File: src/rtl/core/lic_pkg.sv
`default_nettype none

package lic_pkg;

    // Width of the millisecond clock and of every deadline
    localparam int TIME_BITS   = 32;
    // Number of filtered indicators (num, caps, scroll), at most 3
    localparam int NUM_TRACKED = 3;

    localparam int SPAN_BITS = 16;
    localparam int LED_BITS  = 5;
    localparam int CH_MAX    = 3;

    // Reset values of the configuration registers
    localparam logic [SPAN_BITS-1:0] KEY_WINDOW_RESET  = 16'd20;
    localparam logic [SPAN_BITS-1:0] PERSIST_RESET     = 16'd1000;
    localparam logic [2:0]           TRACKED_RESET     = 3'd7;
    localparam logic [1:0]           PASSTHROUGH_RESET = 2'd3;

    // Register indexes (byte address / 4)
    localparam logic [1:0] REG_KEY_WINDOW  = 2'd0;
    localparam logic [1:0] REG_PERSIST     = 2'd1;
    localparam logic [1:0] REG_TRACKED     = 2'd2;
    localparam logic [1:0] REG_PASSTHROUGH = 2'd3;

    // Bits of the compose and kana indicators
    localparam int LED_COMPOSE = 3;
    localparam int LED_KANA    = 4;

    typedef enum logic [1:0] {
        MODE_TICK   = 2'd0,
        MODE_KEY    = 2'd1,
        MODE_SAMPLE = 2'd2
    } mode_t;

    typedef logic [TIME_BITS-1:0] time_t;

    typedef struct packed {
        logic [SPAN_BITS-1:0] key_window_ms;
        logic [SPAN_BITS-1:0] persist_ms;
        logic [2:0]           tracked_mask;
        logic [1:0]           passthrough_mask;
    } lic_cfg_t;

    // Timers of one filtered indicator, zero meaning stopped
    typedef struct packed {
        time_t window_deadline;
        time_t persist_deadline;
    } lic_chan_t;

    // Deadline a span after now; a sum that wraps to zero becomes 1
    function automatic time_t lic_start(input time_t now, input logic [SPAN_BITS-1:0] span);
        time_t d;
        d = now + {{(TIME_BITS-SPAN_BITS){1'b0}}, span};
        if (d == '0) begin
            d = time_t'(1);
        end
        return d;
    endfunction

    // Wrap-aware expiry: now - deadline has its top bit clear
    function automatic logic lic_expired(input time_t now, input time_t deadline);
        time_t diff;
        diff = now - deadline;
        return ~diff[TIME_BITS-1];
    endfunction

endpackage

`default_nettype wire

File: src/rtl/core/lic_cfg_regs.sv
`default_nettype none

module lic_cfg_regs
    import lic_pkg::*;
(
    input  wire logic        aclk,
    input  wire logic        aresetn,
    input  wire logic        psel,
    input  wire logic        penable,
    input  wire logic        pwrite,
    input  wire logic [3:0]  paddr,
    input  wire logic [31:0] pwdata,
    output logic      [31:0] prdata,
    output logic             pready,
    output lic_cfg_t         cfg
);

    lic_cfg_t   cfg_reg;
    logic       wr_en;
    logic [1:0] reg_idx;

    assign pready  = 1'b1;
    assign reg_idx = paddr[3:2];
    assign wr_en   = psel & penable & pwrite;
    assign cfg     = cfg_reg;

    // Register writes on the access phase
    always_ff @(posedge aclk) begin
        if (!aresetn) begin
            cfg_reg.key_window_ms    <= KEY_WINDOW_RESET;
            cfg_reg.persist_ms       <= PERSIST_RESET;
            cfg_reg.tracked_mask     <= TRACKED_RESET;
            cfg_reg.passthrough_mask <= PASSTHROUGH_RESET;
        end else if (wr_en) begin
            unique case (reg_idx)
                REG_KEY_WINDOW:  cfg_reg.key_window_ms    <= pwdata[SPAN_BITS-1:0];
                REG_PERSIST:     cfg_reg.persist_ms       <= pwdata[SPAN_BITS-1:0];
                REG_TRACKED:     cfg_reg.tracked_mask     <= pwdata[2:0];
                REG_PASSTHROUGH: cfg_reg.passthrough_mask <= pwdata[1:0];
            endcase
        end
    end

    // Read-back
    always_comb begin
        unique case (reg_idx)
            REG_KEY_WINDOW:  prdata = {16'd0, cfg_reg.key_window_ms};
            REG_PERSIST:     prdata = {16'd0, cfg_reg.persist_ms};
            REG_TRACKED:     prdata = {29'd0, cfg_reg.tracked_mask};
            REG_PASSTHROUGH: prdata = {30'd0, cfg_reg.passthrough_mask};
        endcase
    end

endmodule

`default_nettype wire

File: src/rtl/core/lic_channel.sv
`default_nettype none

module lic_channel
    import lic_pkg::*;
(
    input  wire time_t                  now,
    input  wire logic [SPAN_BITS-1:0]   key_window_ms,
    input  wire logic [SPAN_BITS-1:0]   persist_ms,
    input  wire logic [1:0]             mode,
    input  wire logic                   key_hit,
    input  wire logic                   tracked,
    input  wire logic                   host_bit,
    input  wire logic                   acc_bit,
    input  wire lic_chan_t              chan,
    output lic_chan_t                   chan_next,
    output logic                        acc_next
);

    // Next timers and accepted bit of one filtered indicator
    always_comb begin
        time_t win;
        time_t per;
        logic  acc;
        win = chan.window_deadline;
        per = chan.persist_deadline;
        acc = acc_bit;
        if (tracked && mode == MODE_KEY && key_hit) begin
            // key press opens the window and stops persistence
            win = lic_start(now, key_window_ms);
            per = '0;
        end else if (tracked && mode == MODE_SAMPLE) begin
            if (win != '0) begin
                if (!lic_expired(now, win)) begin
                    acc = host_bit;
                end else begin
                    win = '0;
                end
            end
            if (win == '0) begin
                if (host_bit != acc) begin
                    if (per == '0) begin
                        per = lic_start(now, persist_ms);
                    end else if (lic_expired(now, per)) begin
                        acc = host_bit;
                        per = '0;
                    end
                end else begin
                    per = '0;
                end
            end
        end
        chan_next.window_deadline  = win;
        chan_next.persist_deadline = per;
        acc_next                   = acc;
    end

endmodule

`default_nettype wire

File: src/rtl/core/lock_indicator_change_filter.sv
`default_nettype none

// Channel   Ports            Content
// input     s_axis_*         tuser: mode; tdata: key_indicator, host_leds
// result    m_axis_*         tdata: filtered_leds
// config    APB p*           key_window_ms, persist_ms, tracked_mask, passthrough_mask
//
// One item per cycle while the result is not stalled; each item passes the input
// register, which feeds the filter logic, and then the result register. The filter
// state updates as the item moves into the result register; the next item sees it.
// Synchronous active-low reset clears the clock, all timers and the indicators.
// A stalled result holds its register; one more item may wait in the input stage.

module lock_indicator_change_filter
    import lic_pkg::*;
(
    input  wire logic        aclk,
    input  wire logic        aresetn,
    input  wire logic        s_axis_tvalid,
    output logic             s_axis_tready,
    input  wire logic [7:0]  s_axis_tdata,  // [1:0] key_indicator, [6:2] host_leds
    input  wire logic [1:0]  s_axis_tuser,  // [1:0] mode
    output logic             m_axis_tvalid,
    input  wire logic        m_axis_tready,
    output logic      [7:0]  m_axis_tdata,  // [4:0] filtered_leds
    input  wire logic        psel,
    input  wire logic        penable,
    input  wire logic        pwrite,
    input  wire logic [3:0]  paddr,
    input  wire logic [31:0] pwdata,
    output logic      [31:0] prdata,
    output logic             pready
);

    lic_cfg_t cfg;

    // Input stage
    logic                in_valid_reg;
    logic [1:0]          mode_reg;
    logic [1:0]          key_reg;
    logic [LED_BITS-1:0] host_reg;

    // Result stage
    logic                out_valid_reg;
    logic [LED_BITS-1:0] out_leds_reg;

    // Filter state
    time_t               time_reg;
    time_t               time_next;
    lic_chan_t           chan_reg  [NUM_TRACKED];
    lic_chan_t           chan_next [NUM_TRACKED];
    logic [LED_BITS-1:0] acc_reg;
    logic [LED_BITS-1:0] acc_next;

    logic in_xfer;
    logic advance;

    lic_cfg_regs u_cfg (
        .aclk    (aclk),
        .aresetn (aresetn),
        .psel    (psel),
        .penable (penable),
        .pwrite  (pwrite),
        .paddr   (paddr),
        .pwdata  (pwdata),
        .prdata  (prdata),
        .pready  (pready),
        .cfg     (cfg)
    );

    // Handshake: the input stage moves on whenever the result stage is free
    assign advance       = in_valid_reg & (~out_valid_reg | m_axis_tready);
    assign s_axis_tready = ~in_valid_reg | advance;
    assign in_xfer       = s_axis_tvalid & s_axis_tready;

    always_ff @(posedge aclk) begin
        if (!aresetn) begin
            in_valid_reg <= 1'b0;
        end else if (in_xfer) begin
            in_valid_reg <= 1'b1;
        end else if (advance) begin
            in_valid_reg <= 1'b0;
        end
    end

    always_ff @(posedge aclk) begin
        if (in_xfer) begin
            mode_reg <= s_axis_tuser;
            key_reg  <= s_axis_tdata[1:0];
            host_reg <= s_axis_tdata[6:2];
        end
    end

    // Millisecond clock
    assign time_next = (mode_reg == MODE_TICK) ? time_reg + time_t'(1) : time_reg;

    // Filtered indicators
    for (genvar i = 0; i < NUM_TRACKED; i++) begin : g_chan
        lic_channel u_chan (
            .now           (time_reg),
            .key_window_ms (cfg.key_window_ms),
            .persist_ms    (cfg.persist_ms),
            .mode          (mode_reg),
            .key_hit       (key_reg == 2'(i)),
            .tracked       (cfg.tracked_mask[i]),
            .host_bit      (host_reg[i]),
            .acc_bit       (acc_reg[i]),
            .chan          (chan_reg[i]),
            .chan_next     (chan_next[i]),
            .acc_next      (acc_next[i])
        );
    end

    // Indicators beyond the filtered set keep their bits
    for (genvar i = NUM_TRACKED; i < CH_MAX; i++) begin : g_hold
        assign acc_next[i] = acc_reg[i];
    end

    // Compose and kana pass-through on a host sample, each when its passthrough_mask bit is set
    assign acc_next[LED_COMPOSE] = (mode_reg == MODE_SAMPLE && cfg.passthrough_mask[0])
                                   ? host_reg[LED_COMPOSE] : acc_reg[LED_COMPOSE];
    assign acc_next[LED_KANA]    = (mode_reg == MODE_SAMPLE && cfg.passthrough_mask[1])
                                   ? host_reg[LED_KANA] : acc_reg[LED_KANA];

    // State update as the item leaves the input stage
    always_ff @(posedge aclk) begin
        if (!aresetn) begin
            time_reg <= '0;
            acc_reg  <= '0;
            for (int i = 0; i < NUM_TRACKED; i++) begin
                chan_reg[i] <= '0;
            end
        end else if (advance) begin
            time_reg <= time_next;
            acc_reg  <= acc_next;
            for (int i = 0; i < NUM_TRACKED; i++) begin
                chan_reg[i] <= chan_next[i];
            end
        end
    end

    // Result register
    always_ff @(posedge aclk) begin
        if (!aresetn) begin
            out_valid_reg <= 1'b0;
        end else if (advance) begin
            out_valid_reg <= 1'b1;
        end else if (m_axis_tready) begin
            out_valid_reg <= 1'b0;
        end
    end

    always_ff @(posedge aclk) begin
        if (advance) begin
            out_leds_reg <= acc_next;
        end
    end

    assign m_axis_tvalid = out_valid_reg;
    assign m_axis_tdata  = {3'b000, out_leds_reg};

endmodule

`default_nettype wire
File: config.mk
export PLATFORM = sky130hd
export DESIGN_NAME = lock_indicator_change_filter
export DESIGN_NICKNAME = d
export VERILOG_FILES = /design/src/rtl/core/lic_pkg.sv /design/src/rtl/core/lic_cfg_regs.sv /design/src/rtl/core/lic_channel.sv /design/src/rtl/core/lock_indicator_change_filter.sv
export SDC_FILE = /design/constraint.sdc
export NUM_CORES = 1
export LEC_CHECK = 0
export BUFFER_PORTS_ARGS = -buffer_cell sky130_fd_sc_hd__buf_4
export CAP_MARGIN = 40
export CORE_MARGIN = 8
export CORE_UTILIZATION = 30
export CTS_CLUSTER_SIZE = 10
export DETAILED_ROUTE_END_ITERATION = 10
export SKIP_CTS_REPAIR_TIMING = 1
export SYNTH_ARGS = -nofsm -noshare
export SYNTH_HDL_FRONTEND = slang
export SYNTH_SLANG_ARGS = --single-unit
File: constraint.sdc
create_clock -name aclk -period 8.1 [get_ports aclk]
set_clock_uncertainty 0.1 [all_clocks]
set_input_delay 2.43 -clock aclk [delete_from_list [all_inputs] [get_ports aclk]]
set_output_delay 2.43 -clock aclk [all_outputs]
set_load 0.05 [all_outputs]
==> Yosys cells after proc, flatten, opt, wreduce, memory -nomap -nowiden <==
Memories as Yosys holds them, arrays and structs flattened.
Index checks and enable logic that the tools add are counted.
Widths: inputs -> output; s select.
{ "word_totals": {"reg_bits": 90, "ram_bits": 192, "input_bits": 53, "output_inout_bits": 43, "wordCells": 157, "n_memories": 1} }
{ "mem_list": {"columns": ["name", "depth", "word_bits", "read_ports", "rd_clocked_by_memory_dff", "write_ports", "line_no", "rtl"], "rows": [
  ["chan_reg", 3, 64, 3, 0, 3, "lock_indicator_change_filter.sv:50", "lic_chan_t chan_reg [NUM_TRACKED];"]
]} }
{ "op_classes": {"addsub": 9, "eq_ne": 10, "mux": 82, "n_bitwise": 11, "reduce_logical": 32} }
{ "ops": {"columns": ["operator", "n"], "rows": [
  ["$mux 32", 38],
  ["$logic_not 32->1", 8],
  ["$mux 64", 3],
  ["$sub 32x32->32", 6],
  ["$pmux 32 s4", 1],
  ["$reduce_bool 32->1", 3],
  ["$add 32x16->32", 2],
  ["$mux 1", 40],
  ["$add 32x1->32 const B", 1],
  ["$logic_and 1x1->1", 11],
  ["$reduce_and 2->1", 5],
  ["$eq 2x2->1 const B", 4],
  ["$eq 2x1->1 const B", 3],
  ["$logic_not 2->1", 3],
  ["$or 1x1->1", 5],
  ["$and 1x1->1", 4],
  ["$reduce_bool 2->1", 2],
  ["$ne 1x1->1", 3],
  ["$not 1->1", 2]
]} }

==> Depth between registers and ports, before layout <==
An unclocked memory read counts as a cell.
{ "logic_depth": {"ltp_word": 12, "mapped_depth": 13} }

==> Hierarchy <==
A second synthesis with hierarchy kept.
{ "hier_totals": {"cells_unflattened": 3321, "hier_area_um2": 28033.1} }
{ "by_module_without_submodules": {"columns": ["module", "n_inst", "cells_each", "area_each_um2", "seq_area_each_um2"], "rows": [
  ["lock_indicator_change_filter", 1, 656, 9372.7, 6966.7],
  ["lic_channel at g_chan[1].u_chan", 1, 849, 5821.8, 0.0],
  ["lic_channel at g_chan[0].u_chan", 1, 784, 5462.7, 0.0],
  ["lic_channel at g_chan[2].u_chan", 1, 821, 5445.2, 0.0],
  ["lic_cfg_regs", 1, 211, 1930.6, 740.7]
]} }

==> Worst setup path after synthesis <==
Ideal clock, no wire load.
{ "synth_path": {"kind": "input to register", "start": "input m_axis_tready", "end": "memory chan_reg[0][64] in the netlist's numbering (enable)", "arrival_ps": 7675, "t_required_ps": 7530, "slack_ps": -146, "stages": 5, "path_buffers": 1, "path_cell_list": "nor2b_1 > nand2b_1 > clkbuf_1 > o21ai_0 > a21boi_0"} }
{ "synth_lines": {"columns": ["element", "line_no", "rtl"], "rows": [
  ["start, declared", "lock_indicator_change_filter.sv:24", "input wire logic m_axis_tready,"],
  ["end, declared", "lock_indicator_change_filter.sv:50", null]
]} }

==> Worst setup path in the final report <==
{ "layout_path": {"start": "input paddr[2]", "end": "output prdata[0]"} }
{ "layout_via": {"elab_chain_cells": 2, "elab_cells_between_ends": 5} }
{ "layout_lines": {"columns": ["element", "line_no", "rtl"], "rows": [
  ["start, declared", "lock_indicator_change_filter.sv:29", "input wire logic [3:0] paddr,"],
  ["$eq 2x2->1, or another cell as far along", "lic_cfg_regs.sv:46", "unique case (reg_idx)"],
  ["$pmux 32 s4 *", "lic_cfg_regs.sv:46", null],
  ["end, declared", "lock_indicator_change_filter.sv:31", "output logic [31:0] prdata,"]
]} }
Mark *: on every way between the ends. The rest lies on a longest branch, timed or not. The select of a mux whose other input is x is not followed.

==> flow_summary_export.csv <==
group,metric,value,unit
logic_synthesis,avgSynthCellArea,9.02,um^2
hold_path,hold_class,"flop to flop",
logic_synthesis,synth_edf_count,206,
die,die-area,73900,um^2
placement,placed_cells_incl_taps,3040,
pwr,powerDensity,155,nW/um^2
placement,port-buffer-count,56,
final_layout,area_growth_syn_to_layout,13.3,%
clocking,cts_buffers,36,
logic_synthesis,ys_seq_elements,282,
route,num_vias,17100,
global_route,antenna_found_initial,0,
clocking,clkSinkCount,282,
logic_synthesis,ys_seq_area_share,39.3,%
global_route,met2_usage,27.6,%
global_route,grtUsageTotal,17.0,%
timing,slew_headroom,35.7,%
route,drc,0,
final_layout,multiInputGateArea,10800,um^2
global_route,grtUsageMet3,2.30,%
global_route,grt_pass1_vias,16600,
setup_path,endpoint,"prdata[0]",
setup_path,rrSetupSlack,3.07,ns
global_route,use_met1,22.4,%
clocking,cts_buffer_depth,3,
final_layout,largest_reg_flops,192,
final_layout,final_layout_size_suffix_gt1_share,7.83,%
final_layout,fillers,6614,
setup_path,startpoint,"paddr[2]",
logic_synthesis,synth_top_area_share,31.5,%
setup_path,crit_arrival,3.55,ns
timing,worst_slew_pin_slew,0.963,ns
timing,fin_crit_sh,75.1,%
route,routed_wl,65.1,mm
logic_synthesis,synth-async-reset-ratio,0,%
timing,report.final.slew_viol_count,0,
clocking,h-tree-depth,2,
clocking,insertion_delay,0.54,ns
hold_path,min_from,"acc_reg[4]$_SDFFE_PN0P_",
logic_synthesis,yosysUniqueCellTypes,81,
final_layout,layout_commonest_cell,"nor2_1",
clocking,clkTransAtPathRegs,0.05,ns
route,dr.pass1.iters,5,
clocking,clockRootBuffer,"clkbuf_16",
final_layout,final_cells,3104,
final_layout,regArea,7710,um^2
global_route,grt_pass1_wl,99.0,mm
timing,setup_ws,2.02,ns
global_route,grt-busiest-layer,"met2",
die,die_w,272,um
timing,finalHoldViolCount,0,
timing,fin_crit,6.08,ns
die,initial_core_util,30.4,%
global_route,grt.overflow.total,0,
status,outcome,"finished clean",
die,core,64600,um^2
final_layout,final_cell_mix,"254 x nor2_1, 213 x ha_1, 212 x inv_1",
setup_path,worstPathMaxFanout,23,
route,drtIter0Drc,1623,
logic_synthesis,synthCells,2176,
setup_path,crit_required,5.57,ns
logic_synthesis,synth_ff_type,"edfxtp_1",
job,cap_viol_max_count,0,
setup_path,crit_type,"primary input to output pin",
timing,rsz0062_at_grt,"false",
timing,final.setup.tns,0,ns
die,rows,93,
final_layout,design_area,22200,um^2
setup_path,end_kind,"output pin",
route,wl_per_cell,21.0,um
setup_path,r2r_start,"time_reg[1]$_SDFFE_PN0P_",
pwr,leakagePower,8.92,nW
placement,dpl_cell_area,21200,um^2
logic_synthesis,synth_area_leader_cell,"edfxtp_1",
logic_synthesis,synth_area,19600,um^2
die,pin_count,96,
placement,dp_hpwl,47.6,mm
timing,fmax,0.164,GHz
final_layout,antennaDiodeCount,0,
pwr,vdd.ir_drop.worst,0.106,mV
placement,gp_congestion,0.913,
timing,finalSetupViolations,0,
final_layout,nets,2491,
setup_path,worstRegToRegCells,12,
global_route,grt_max_degree,86,
route,vias_per_cell,5.49,
logic_synthesis,yosysWarnings,0,
clocking,cts_tree,"built",
logic_synthesis,synth.area.top_cells,"edfxtp_1 32%, ha_1 14%, dfxtp_1 7.8%",
route,route.antenna.remaining_nets,0,
placement,dp_slack,1.90,ns
setup_path,critPathLaunchType,"primary input",
setup_path,timing.rr.end,"chan_reg[0][0]$_SDFFCE_PP0P_",
die,die_y,272,um
cell usage after synthesis, types with 5 or more instances:
cell type,n
a211o_1,7
a211oi_1,20
a21boi_0,39
a21o_1,25
a21oi_1,118
a221oi_1,6
a22o_1,5
a22oi_1,45
a31oi_1,23
and2_1,30
and3_1,15
and4_1,10
buf_1,6
buf_2,6
buf_4,20
clkbuf_1,79
dfxtp_1,76
edfxtp_1,206
ha_1,213
inv_1,212
mux2_2,5
mux2i_1,29
nand2_1,181
nand2b_1,13
nand3_1,62
nand4_1,58
nor2_1,254
nor2b_1,9
nor3_1,18
nor4_1,56
o211ai_1,19
o21a_1,16
o21ai_0,85
o21bai_1,7
o31ai_1,7
or3_1,25
or4_1,5
xnor2_1,59
xor2_1,28
cell type report:
cell class                      count  share of cell area, %
Clock buffer                       56                   4.48
Clock inverter                      8                  0.214
Inverter                          213                   3.59
Multi-Input combinational cell   1587                   48.3
Sequential cell                   282                   34.7
Tap cell                          855                   4.81
Timing Repair Buffer              103                   3.90
logic make-up (layout without fill, tap and decap cells):
logic type                 after synthesis  in the layout  synth area share [%]
AOI/OAI and AO/OA                      471            471                  15.9
xor gates and xnor gates                87             87                  3.88
adders and majority gates              215            215                  13.8
buffers and inverters                  325            380                  6.67
DFF                                    282            282                  39.3
muxes                                   36             36                  1.99
other                                    2             20                0.0383
and+or+nand+nor                        758            758                  18.5
worst min path at each step:
stage,end,slack (ns),cells past startpoint
3_3_place_gp,acc_reg[3]$_SDFFE_PN0P_,0.35,2
5_1_grt,u_cfg.cfg[23]$_SDFFE_PN1P_,0.40,2
3_5_place_dp,acc_reg[4]$_SDFFE_PN0P_,0.36,2
6_report,acc_reg[4]$_SDFFE_PN0P_,0.37,2
4_1_cts,acc_reg[4]$_SDFFE_PN0P_,0.37,2
2_1_floorplan,acc_reg[3]$_SDFFE_PN0P_,0.34,2
metal layers:
layer  up-vias  part of all wire [%]
met3       165                   7.2
met1      8190                    43
met5         -                     0
li1       7935                     -
met4         0                   4.8
met2       763                    45
per-stage QoR:
stage	power, W	utilization [%]	hold WS, ns
final	0.00346	34.4	0.373
after global routing	0.00357	34.4	0.402
after CTS	0.00348	34.4	0.371
after detailed placement	0.00201	32.8	0.363
after global placement	0.00199	32.6	0.355
after floorplan	0.00190	-	0.340
critical path, stage by stage:
cell	delay, ns
buf_4	0.32
mux4_2	0.59
buf_4	0.21
where the power goes:
group | leakage [nW] | internal (W) | switching (W) | total, W
Clock | 0.509 | 0.000848 | 0.000630 | 0.00148
Sequential | 2.74 | 0.00161 | 0.0000493 | 0.00166
Combinational | 5.67 | 0.000106 | 0.000211 | 0.000317
Total | 8.92 | 0.00257 | 0.000890 | 0.00346
Note: power is estimated with default switching activity, not from simulation.
